### src/design/lscp_pkg.sv
// package for the slot cache directory: constants, operation codes, beat types
// no dependencies; imported by lscp_front, lscp_back and the top level

package lscp_pkg;

    localparam int CAPACITY_DEF = 128;
    localparam int ID_WIDTH_DEF = 16;
    localparam int LANES        = 4;
    localparam int LANE_W       = 2;
    localparam int STAMP_W      = 32;
    localparam int PATCH_W      = 16;
    localparam int SLOT_OUT_W   = 7;

    // request modes as they arrive on the port
    typedef enum logic [1:0] {
        MODE_LOOKUP = 2'd0,
        MODE_STALE  = 2'd1,
        MODE_TICK   = 2'd2,
        MODE_FLUSH  = 2'd3
    } mode_t;

    // operations after classification in the front end
    typedef enum logic [2:0] {
        OP_FREE  = 3'd0,
        OP_FILL  = 3'd1,
        OP_MARK  = 3'd2,
        OP_TICK  = 3'd3,
        OP_FLUSH = 3'd4
    } op_t;

    // back end sequencer states
    typedef enum logic [1:0] {
        BS_IDLE   = 2'd0,
        BS_SCAN   = 2'd1,
        BS_COMMIT = 2'd2
    } back_state_t;

    typedef struct packed {
        mode_t               mode;
        logic [PATCH_W-1:0]  patch_id;
        logic                source_present;
        logic                overlay_dirty;
    } req_t;

    typedef struct packed {
        logic                   granted;
        logic                   hit;
        logic [SLOT_OUT_W-1:0]  slot_index;
        logic                   refill_needed;
        logic                   evicted;
        logic [PATCH_W-1:0]     evicted_id;
    } rsp_t;

    // classified item held in the queue between front and back
    typedef struct packed {
        op_t                 op;
        logic [PATCH_W-1:0]  id;
        logic                dirty;
    } item_t;

endpackage

### src/design/lscp_front.sv
// front end: accepts request beats, classifies them, two-entry queue to the back end
// depends on lscp_pkg

module lscp_front
    import lscp_pkg::*;
#(
    parameter int ID_WIDTH = ID_WIDTH_DEF
)
(
    input  logic   clk,
    input  logic   rst_n,
    input  logic   req_valid,
    output logic   req_stall,
    input  req_t   req,
    output logic   item_valid,
    input  logic   item_pop,
    output item_t  item
);

    localparam int KEEP_W = (ID_WIDTH < PATCH_W) ? ID_WIDTH : PATCH_W;

    item_t       cls;
    item_t       q_reg [2];
    logic        wr_ptr_reg;
    logic        rd_ptr_reg;
    logic [1:0]  count_reg;
    logic [1:0]  count_next;
    logic        push;

    // classify the beat and mask the id to the tag width
    always_comb
    begin
        cls                   = '0;
        cls.id[KEEP_W-1:0]    = req.patch_id[KEEP_W-1:0];
        cls.dirty             = req.overlay_dirty;
        unique case (req.mode)
            MODE_LOOKUP: cls.op = req.source_present ? OP_FILL : OP_FREE;
            MODE_STALE:  cls.op = OP_MARK;
            MODE_TICK:   cls.op = OP_TICK;
            MODE_FLUSH:  cls.op = OP_FLUSH;
        endcase
    end

    // queue handshake
    assign req_stall  = (count_reg == 2'd2);
    assign push       = req_valid && !req_stall;
    assign item_valid = (count_reg != 2'd0);
    assign item       = q_reg[rd_ptr_reg];

    always_comb
    begin
        count_next = count_reg;
        if (push && !item_pop)
        begin
            count_next = count_reg + 2'd1;
        end
        else if (!push && item_pop)
        begin
            count_next = count_reg - 2'd1;
        end
    end

    // queue pointers
    always_ff @(posedge clk or negedge rst_n)
    begin
        if (!rst_n)
        begin
            wr_ptr_reg <= 1'b0;
            rd_ptr_reg <= 1'b0;
            count_reg  <= 2'd0;
        end
        else
        begin
            count_reg <= count_next;
            if (push)
            begin
                wr_ptr_reg <= !wr_ptr_reg;
            end
            if (item_pop)
            begin
                rd_ptr_reg <= !rd_ptr_reg;
            end
        end
    end

    // queue storage
    always_ff @(posedge clk)
    begin
        if (push)
        begin
            q_reg[wr_ptr_reg] <= cls;
        end
    end

endmodule

### config.mk
export PLATFORM = sky130hd
export DESIGN_NAME = lscp_front
export DESIGN_NICKNAME = d
export VERILOG_FILES = /design/src/design/lscp_pkg.sv /design/src/design/lscp_front.sv
export SDC_FILE = /design/constraint.sdc
export NUM_CORES = 1
export LEC_CHECK = 0
export ABC_AREA = 0
export BUFFER_PORTS_ARGS = -buffer_cell sky130_fd_sc_hd__buf_2
export CAP_MARGIN = 25
export CORE_MARGIN = 2
export CORE_UTILIZATION = 55
export DETAILED_ROUTE_END_ITERATION = 6
export GPL_TIMING_DRIVEN = 0
export PLACE_DENSITY_LB_ADDON = 0.05
export SLEW_MARGIN = 40
export SYNTH_ARGS = -nofsm -noshare
export SYNTH_HDL_FRONTEND = slang
export SYNTH_SLANG_ARGS = --single-unit
export TNS_END_PERCENT = 5
### constraint.sdc
create_clock -name clk -period 3.58 [get_ports clk]
set_input_delay 0.716 -clock clk [delete_from_list [all_inputs] [get_ports clk]]
set_output_delay 0.716 -clock clk [all_outputs]
set_load 0.02 [all_outputs]
==> metrics.md, run 1 <==
| Metric | Value |
|---|---|
| Run status | `finished, final reports clean` |
| Post-synth top area cell | `edfxtp_1` |
| CTS max path bufs | `2` |
| Grt total ovfl | `0` |
| Synth area leaders | `edfxtp_1, mux2_4, dfrtp_1` |
| Post-route ant nets | `0` |
| Post-place setup slack | `1.792 ns` |
| DRT Wirelength | `2452 µm` |
| Max frequency | `462.8 MHz` |
| Num Clock Sinks | `44` |
| Worst-skew pair later-pin latency | `0.34 ns` |
| PwrDens | `805.5 nW/µm²` |
| Ant diodes | `0` |
| CTS resizes | `0` |
| Post-Synthesis Cells | `87` |
| Critical path endpoint category | `output pin` |
| Root buffer cell | `clkbuf_4` |
| PortBufs | `45` |
| WP data required | `2.86 ns` |
| Synth-to-Final Area Change | `21.32%` |
| Peak supply drop | `0.5412 mV` |
| Cell variety after synth | `14` |
| CTS buffer count | `5` |
| Worst Slack Setup Final | `1.419 ns` |
| Crit path arrival time | `1.44 ns` |
| Vias per cell | `4.686` |
| First-pass GRT wire length | `3594 µm` |
| H-tree depth | `2` |
| Setup repair bufs after CTS | `0` |
| Post-Syn Area | `1784 µm²` |
| Layout Nets | `168` |
| Period utilisation layout | `0.6036` |
| R2R setup slack | `2.12 ns` |
| Register bit count reported by yosys | `44` |
| CP Cell Sequence | `buf_6, mux2_4, buf_2` |
| Slew headroom | `0.6764` |
| Worst path slowest cell | `dfrtp_1` |
| Die Span Y | `60.96 µm` |
| Avg Inst Size Synth | `20.51 µm²` |
| Post-route DRC | `0` |
| Post-route minimum period | `2.161 ns` |
| Crit path buf inv count | `2` |
| I/O Pins | `46` |
| Share of cells above drive strength 1 | `0.5745` |
| WL met1 | `964 µm` |
| CTS clk-pin slew, worst paths | `0.12 ns` |
| Met3 wire length | `158 µm` |
| DR WL/cell | `13.25 µm` |
| Core ar. | `3078 µm²` |
| Setup TNS | `0 ns` |
| Hold crit path type | `input pin to asynchronous set/reset pin` |
| CP peak stage delay | `0.42 ns` |
| Die area | `3716 µm²` |
| YS warnings | `0` |
| Drt initial violations | `25` |
| Hold Vio Cnt, Final | `0` |
| Number of global-route vias before repair | `817` |
| Initial Util | `0.5797` |
| Crit path kind | `flip-flop to output pin` |
| Sequential area share after synthesis | `0.7293` |
| Max-cap violations | `0` |
| Worst path depth | `3` |
| Drt first pass iters | `2` |
| Slew Viols, Final | `0` |
| Syn nets | `115` |
| GRT Total Usage | `0.1454` |
| Synth top area share | `0.6732` |
| Fin Clk Skew | `0.007738 ns` |
| Die width | `60.96 µm` |
| Cell family with most CP delay | `flip-flops` |
| WL met2 | `1290 µm` |
| Rows | `20` |
| Initial antenna violation count | `0` |
| Largest net degree at the start of global routing | `21` |
| Worst hold slack | `0.1500 ns` |
| HPWL after detailed placement | `1693 µm` |
| RSZ-0062 raised after global routing | `no` |
| Pleak | `0.9265 nW` |
| Worst-margin pin slew | `0.4853 ns` |
| R2R depth | `2` |
| CTS tree | `yes` |
| Routed vias | `867` |
| Max reg flops | `40` |
| Hold-fix buffers, CTS | `0` |
| Setup crit start kind | `flip-flop` |
| Routability cong. | `0.7056` |
| Uppermost layer routed | `met4` |
| Final Setup Violations | `0` |
| Crit-path max FO | `10` |
==> through the flow <==
| stage | instances | area, µm² | power (mW) | utilization |
|---|---|---|---|---|
| 2_1_floorplan | 87 | 1784 | 1.282 | - |
| 3_3_place_gp | 176 | 2064 | 1.444 | 0.6707 |
| 3_5_place_dp | 177 | 2088 | 1.478 | 0.6785 |
| 4_1_cts | 185 | 2165 | 1.768 | 0.7033 |
| 5_1_grt | 185 | 2165 | 1.831 | 0.7033 |
| 6_report | 185 | 2165 | 1.743 | 0.7033 |
==> cell usage after synthesis <==
| cell | instances |
|---|---|
| ha_1 | 4 |
| mux2_2 | 2 |
| xnor2_1 | 2 |
| dfrtp_1 | 4 |
| nand2b_4 | 1 |
| xor2_1 | 3 |
| nor2_1 | 2 |
| or2_2 | 1 |
| mux2_4 | 19 |
| edfxtp_1 | 40 |
| inv_1 | 5 |
| nand2_2 | 1 |
| buf_6 | 2 |
| and3_1 | 1 |
==> final timing paths <==
kind,startpoint,to
worst max-delay path,rd_ptr_reg,item[9]
worst min-delay path,rst_n,count_reg[1]
worst max register to register,count_reg[0],q_reg[1][10]
worst min register to register,count_reg[0],count_reg[0]
max in group asynchronous,rst_n,wr_ptr_reg
min in group clk,item_pop,rd_ptr_reg
==> cell type report <==
class,instances,area [µm²]
Sequential cell,44,1301
Inverter,5,18.77
Clock buffer,6,41.29
Buffer,2,22.52
Multi-Input combinational cell,36,450.4
Tap cell,44,55.05
Clock inverter,2,35.03
Timing Repair Buffer,46,240.2
Fill cell,222,913.4
==> where the power goes <==
part           switching (mW)  internal (mW)
Sequential             0.0525          0.708
Clock                   0.143          0.146
Combinational           0.367          0.327
==> routing by layer <==
metal,GRT usage,vias up
li1,-,429
met1,0.1626,403
met2,0.2396,30
met3,0.06610,5
met4,0.06522,0
met5,0,-
==> cell families after synthesis <==
logic type,Yosys count,synth area share
fa+ha+maj,4,0.02805
buf+inv,7,0.02314
xor+xnor,5,0.02455
mux,21,0.1725
simple gates,6,0.02245
flops,44,0.7293
==> layout by cell type (no fill, tap or decap), types with 2 or more instances in the layout <==
master    instances
buf_2            45
ha_1              4
mux2_4           19
clkbuf_4          5
xnor2_1           2
xor2_1            3
inv_1             5
buf_6             2
dfrtp_1           4
edfxtp_1         40
mux2_2            2
==> worst register-to-register path: cells and delay by family (launching register included) <==
| kind | cells | cell delay, ns |
|---|---|---|
| AND/OR/NAND/NOR | 2 | 0.67 |
| flip-flops | 1 | 0.43 |
Power figures use the tool's default switching activity.
==> run 2, diff against run 1 <==
--- a/config.mk
+++ b/config.mk
@@ -9,7 +9,7 @@
 export BUFFER_PORTS_ARGS = -buffer_cell sky130_fd_sc_hd__buf_2
 export CAP_MARGIN = 25
 export CORE_MARGIN = 2
-export CORE_UTILIZATION = 55
+export CORE_UTILIZATION = 46
 export DETAILED_ROUTE_END_ITERATION = 6
 export GPL_TIMING_DRIVEN = 0
 export PLACE_DENSITY_LB_ADDON = 0.05
==> constraint.sdc (replaced) <==
create_clock -name clk -period 1.8 [get_ports clk]
set_input_delay 0.36 -clock clk [delete_from_list [all_inputs] [get_ports clk]]
set_output_delay 0.36 -clock clk [all_outputs]
set_load 0.02 [all_outputs]
==> metrics.md, run 2 (synthesis gave the netlist of run 1 again) <==
| Metric | Value |
|---|---|
| Run status | `finished, final reports clean (unchanged)` |
| Worst hold slack | `0.2520 ns (was 0.1500 ns)` |
| First-pass GRT wire length | `3898 µm (was 3594 µm)` |
| GRT Total Usage | `0.1277 (was 0.1454)` |
| PortBufs | `45 (unchanged)` |
| Post-route minimum period | `1.719 ns` |
| Ant diodes | `0 (unchanged)` |
| Setup TNS | `0 ns (unchanged)` |
| Slew headroom | `0.5956 (was 0.6764)` |
| Root buffer cell | `clkbuf_8 (was clkbuf_4)` |
| Crit path kind | `flip-flop to output pin (unchanged)` |
| Max reg flops | `40 (unchanged)` |
| Die width | `66.28 µm (was 60.96 µm)` |
| Die Span Y | `66.28 µm (was 60.96 µm)` |
| Initial Util | `0.4837 (was 0.5797)` |
| Worst-margin pin slew | `0.6051 ns (was 0.4853 ns)` |
| Setup repair bufs after CTS | `0 (unchanged)` |
| Largest net degree at the start of global routing | `21 (unchanged)` |
| Fin Clk Skew | `0.008013 ns (was 0.007738 ns)` |
| Post-route DRC | `0 (unchanged)` |
| CTS resizes | `0 (unchanged)` |
| WP data required | `1.44 ns (was 2.86 ns)` |
| I/O Pins | `46 (unchanged)` |
| Final Setup Violations | `0 (unchanged)` |
| Crit-path max FO | `10 (unchanged)` |
| PwrDens | `1579 nW/µm² (was 805.5 nW/µm²)` |
| Setup crit start kind | `flip-flop (unchanged)` |
| Routability cong. | `0.6093 (was 0.7056)` |
| Max-cap violations | `0 (unchanged)` |
| Drt first pass iters | `3 (was 2)` |
| HPWL after detailed placement | `1757 µm (was 1693 µm)` |
| Fin cells | `189 (was 185)` |
| Pleak | `0.9211 nW (was 0.9265 nW)` |
| CTS clk-pin slew, worst paths | `0.08 ns (was 0.12 ns)` |
| RSZ-0062 raised after global routing | `no (unchanged)` |
| CTS tree | `yes (unchanged)` |
| CTS buffer count | `5 (unchanged)` |
| Placed Cells | `180 (was 177)` |
| CP Cell Sequence | `buf_6, mux2_4, buf_2 (unchanged)` |
| CTS max path bufs | `2 (unchanged)` |
| Critical path endpoint category | `output pin (unchanged)` |
| Drt initial violations | `29 (was 25)` |
| Worst-skew pair later-pin latency | `0.29 ns (was 0.34 ns)` |
| Post-route ant nets | `0 (unchanged)` |
| Grt total ovfl | `0 (unchanged)` |
| Hold Vio Cnt, Final | `0 (unchanged)` |
| Number of global-route vias before repair | `831 (was 817)` |
| Slew Viols, Final | `0 (unchanged)` |
| Core ar. | `3689 µm² (was 3078 µm²)` |
| DRT Wirelength | `2535 µm (was 2452 µm)` |
| Most frequent cells in the layout | `buf_2, edfxtp_1, mux2_4, inv_1, clkbuf_8 (was buf_2, edfxtp_1, mux2_4, inv_1, clkbuf_4)` |
| CP peak stage delay | `0.40 ns (was 0.42 ns)` |
| Period utilisation layout | `0.9550` |
| Hold crit path type | `input pin to flip-flop (was input pin to asynchronous set/reset pin)` |
| DR WL/cell | `13.41 µm (was 13.25 µm)` |
| H-tree depth | `2 (unchanged)` |
| Max frequency | `581.7 MHz` |
| Vias per cell | `4.640 (was 4.686)` |
| Layout Nets | `168 (unchanged)` |
| Placed Area | `2078 µm² (was 2088 µm²)` |
| Commonest non-fill, non-tap cell in the layout | `buf_2 (unchanged)` |
| Crit path arrival time | `1.36 ns (was 1.44 ns)` |
| Final Power | `3.423 mW (was 1.743 mW)` |
| Final Core Density | `0.5879 (was 0.7033)` |
| Worst path slowest cell | `dfrtp_1 (unchanged)` |
| Num Clock Sinks | `44 (unchanged)` |
| Initial antenna violation count | `0 (unchanged)` |
| Rows | `22 (was 20)` |
| Routed vias | `877 (was 867)` |
| Share of cells above drive strength 1 | `0.5532 (was 0.5745)` |
| Peak supply drop | `1.166 mV (was 0.5412 mV)` |
| R2R setup slack | `0.28 ns (was 2.12 ns)` |
| Synth-to-Final Area Change | `21.53% (was 21.32%)` |
| Die area | `4393 µm² (was 3716 µm²)` |
| Worst Slack Setup Final | `0.08103 ns (was 1.419 ns)` |
| Post-place setup slack | `0.2564 ns (was 1.792 ns)` |
| Post-route cell area | `2168 µm² (was 2165 µm²)` |
[run 2: cell type report]
| type | count | area [µm²] |
|---|---|---|
| fillers | 319 | 1520 |
| flip-flops and latches | 44 | 1301 |
| multi-input cells | 36 | 450.4 |
| repair buffers | 46 | 235.2 |
| clock buffers | 7 | 76.32 |
| well taps | 48 | 60.06 |
| plain buffers | 2 | 22.52 |
| inverters | 5 | 18.77 |
| clock inverters | 1 | 3.754 |
[run 2: worst paths after layout]
check                              from            to  cells past startpoint
setup / recovery             rd_ptr_reg       item[7]                      3
hold / removal                 item_pop    rd_ptr_reg                      2
setup reg to reg           count_reg[0]   q_reg[0][9]                      3
hold reg to reg            count_reg[0]  count_reg[0]                      1
max in group asynchronous         rst_n    wr_ptr_reg                      2
min in group asynchronous         rst_n  count_reg[1]                      2
[run 2: timing repair]
item / CTS / global route
hold endpoints to repair: 4 / 0
setup endpoints to repair: 0 / 0
hold buffers: 1 / 0
[run 2: power by group]
| group | internal, mW | total [mW] | switching [mW] |
|---|---|---|---|
| Sequential | 1.41 | 1.52 | 0.106 |
| Combinational | 0.633 | 1.35 | 0.717 |
| Clock | 0.270 | 0.556 | 0.286 |
[run 2: per-layer routing]
layer | vias to the layer above | global-route usage | wire length (µm) | share of wire
met5 | - | 0 | 0 | 0
met4 | 0 | 0.06122 | 45 | 0.018
met3 | 4 | 0.05281 | 148 | 0.058
met2 | 30 | 0.2163 | 1371 | 0.54
met1 | 415 | 0.1371 | 969 | 0.38
li1 | 428 | - | - | -
[run 2: worst max-delay path, delay by kind of cell (launching register included)]
family,cells,cell delay [ns]
buf+inv,2,0.36
mux,1,0.31
flops,1,0.40
==> run 3, diff against run 2 <==
--- a/config.mk
+++ b/config.mk
@@ -9,7 +9,8 @@
 export BUFFER_PORTS_ARGS = -buffer_cell sky130_fd_sc_hd__buf_2
 export CAP_MARGIN = 25
 export CORE_MARGIN = 2
-export CORE_UTILIZATION = 46
+export CORE_UTILIZATION = 49
+export CTS_BUF_LIST = sky130_fd_sc_hd__clkbuf_4
 export DETAILED_ROUTE_END_ITERATION = 6
 export GPL_TIMING_DRIVEN = 0
 export PLACE_DENSITY_LB_ADDON = 0.05
==> metrics.md, run 3 (synthesis gave the netlist of run 1 again) <==
| Metric | Value |
|---|---|
| Run status | `finished, final reports clean (unchanged)` |
| GRT Total Usage | `0.1383 (was 0.1277)` |
| Number of global-route vias before repair | `925 (was 831)` |
| Max-cap violations | `0 (unchanged)` |
| Crit path arrival time | `1.42 ns (was 1.36 ns)` |
| PortBufs | `45 (unchanged)` |
| CTS clk-pin slew, worst paths | `0.11 ns (was 0.08 ns)` |
| Worst path slowest cell | `dfrtp_1 (unchanged)` |
| I/O Pins | `46 (unchanged)` |
| Worst hold slack | `0.1955 ns (was 0.2520 ns)` |
| H-tree depth | `2 (unchanged)` |
| Post-route minimum period | `1.780 ns (was 1.719 ns)` |
| Die width | `64.34 µm (was 66.28 µm)` |
| Commonest non-fill, non-tap cell in the layout | `buf_2 (unchanged)` |
| CTS max path bufs | `2 (unchanged)` |
| Crit path kind | `flip-flop to output pin (unchanged)` |
| Rows | `21 (was 22)` |
| Ant diodes | `0 (unchanged)` |
| Sequential cell area | `1301 µm² (unchanged)` |
| Final Power | `3.272 mW (was 3.423 mW)` |
| Worst-skew pair later-pin latency | `0.33 ns (was 0.29 ns)` |
| Synth-to-Final Area Change | `19.42% (was 21.53%)` |
| Critical path endpoint category | `output pin (unchanged)` |
| Internal Power | `2.178 mW (was 2.314 mW)` |
| Largest net degree at the start of global routing | `21 (unchanged)` |
| Reg power frac | `0.463 (was 0.443)` |
| DR WL/cell | `13.59 µm (was 13.41 µm)` |
| Routed vias | `886 (was 877)` |
| CTS buffer count | `5 (unchanged)` |
| Initial Util | `0.5223 (was 0.4837)` |
| Sw Share | `0.3343 (was 0.3241)` |
| Slew Viols, Final | `0 (unchanged)` |
| Post-route ant nets | `0 (unchanged)` |
| WP data required | `1.44 ns (about the same)` |
| Multi-input gate area | `450.4 µm² (unchanged)` |
| Post-route cell area | `2131 µm² (was 2168 µm²)` |
| Worst-margin pin slew | `0.5789 ns (was 0.6051 ns)` |
| First-pass GRT wire length | `4091 µm (was 3898 µm)` |
| CTS tree | `yes (unchanged)` |
| Drt first pass iters | `6 (was 3)` |
| Post-route DRC | `0 (unchanged)` |
| Hold Vio Cnt, Final | `0 (unchanged)` |
| RSZ-0062 raised after global routing | `yes (was no)` |
| Pleak | `0.9073 nW (was 0.9211 nW)` |
| Vias per cell | `4.763 (was 4.640)` |
| Routability cong. | `0.5932 (was 0.6093)` |
| Max frequency | `561.6 MHz (was 581.7 MHz)` |
| Crit path buf inv count | `2 (unchanged)` |
| PwrDens | `1536 nW/µm² (was 1579 nW/µm²)` |
| Share of cells above drive strength 1 | `0.5571 (was 0.5532)` |
| Fin Clk Skew | `0.008544 ns (was 0.008013 ns)` |
| Cell family with most CP delay | `flip-flops (unchanged)` |
| Die area | `4140 µm² (was 4393 µm²)` |
| Filler Cells Inserted | `285 (was 319)` |
| Combinational fraction of design power | `0.412 (was 0.394)` |
| Sw Pwr | `1.094 mW (was 1.109 mW)` |
| Slew headroom | `0.6132 (was 0.5956)` |
| Clock power frac | `0.125 (was 0.162)` |
| Initial antenna violation count | `0 (unchanged)` |
| Root buffer cell | `clkbuf_4 (was clkbuf_8)` |
| DRT Wirelength | `2528 µm (was 2535 µm)` |
| Num Clock Sinks | `44 (unchanged)` |
| Crit-path max FO | `10 (unchanged)` |
| Hold crit path type | `input pin to flip-flop (unchanged)` |
| Period utilisation layout | `0.9892 (was 0.9550)` |
| HPWL after detailed placement | `1765 µm (was 1757 µm)` |
| Drt initial violations | `25 (was 29)` |
| Die Span Y | `64.34 µm (was 66.28 µm)` |
| Placed Area | `2076 µm² (was 2078 µm²)` |
| Setup crit start kind | `flip-flop (unchanged)` |
| Max reg flops | `40 (unchanged)` |
| Layout Nets | `168 (unchanged)` |
| Most frequent cells in the layout | `buf_2, edfxtp_1, mux2_4, inv_1, clkbuf_4 (was buf_2, edfxtp_1, mux2_4, inv_1, clkbuf_8)` |
| Grt total ovfl | `0 (unchanged)` |
| Setup TNS | `0 ns (unchanged)` |
| Final Setup Violations | `0 (unchanged)` |
| Peak supply drop | `0.8842 mV (was 1.166 mV)` |
| CP Cell Sequence | `buf_6, mux2_4, buf_2 (unchanged)` |
| Core ar. | `3416 µm² (was 3689 µm²)` |
| CP peak stage delay | `0.41 ns (was 0.40 ns)` |
## run 3: changes by cell type in the layout (fill, tap and decap cells not counted), sizes merged
| cell | change |
|---|---|
| clkinv | +1 |
| clkbuf | -2 |
## run 3: metrics by stage
stage,utilization,setup slack (ns),std cells
final,0.6238,0.01953,186
after global routing,0.6238,-0.06117,186
after CTS,0.6238,-0.002101,186
after detailed placement,0.6077,0.2685,178
after global placement,0.6059,-0.03197,178
after floorplan,-,0.2746,87
## run 3: final timing paths
check / start / to / slack [ns] / depth (start not counted)
max in group asynchronous: rst_n / wr_ptr_reg / 1.31 / 2
hold reg to reg: count_reg[0] / count_reg[0] / 0.56 / 1
hold / removal: item_pop / rd_ptr_reg / 0.20 / 2
setup reg to reg: count_reg[0] / q_reg[0][2] / 0.29 / 3
setup / recovery: rd_ptr_reg / item[13] / 0.02 / 3
min in group asynchronous: rst_n / count_reg[0] / 0.37 / 2
## run 3: power groups by stage
stage | Combinational (mW) | Clock [mW] | Sequential, mW
global placement | 1.35 | 0 | 1.52
global route | 1.46 | 0.463 | 1.54
detailed placement | 1.38 | 0 | 1.54
floorplan | 1.04 | 0 | 1.51
finish | 1.35 | 0.408 | 1.52
CTS | 1.38 | 0.424 | 1.52
## run 3: routing by layer
metal | share of wire | up-vias | track usage
li1 | - | 426 | -
met1 | 0.37 | 425 | 0.1465
met2 | 0.54 | 29 | 0.2383
met3 | 0.071 | 6 | 0.06338
met4 | 0.015 | 0 | 0.05585
met5 | 0 | - | 0
## run 3: layout make-up
cell class / instances / area share
inverter: 5 / 0.008808
sequential: 44 / 0.6107
buffer: 2 / 0.01057
multi-input combinational: 36 / 0.2114
timing repair buffer: 46 / 0.1104
tap: 46 / 0.02701
clock buffer: 5 / 0.01762
clock inverter: 2 / 0.003523
## run 3: timing repair
item	CTS	global route
resized for setup	0	0
hold buffers	1	0
setup endpoints to repair	3	19
endpoints found under the hold margin	4	0
setup buffers	0	0
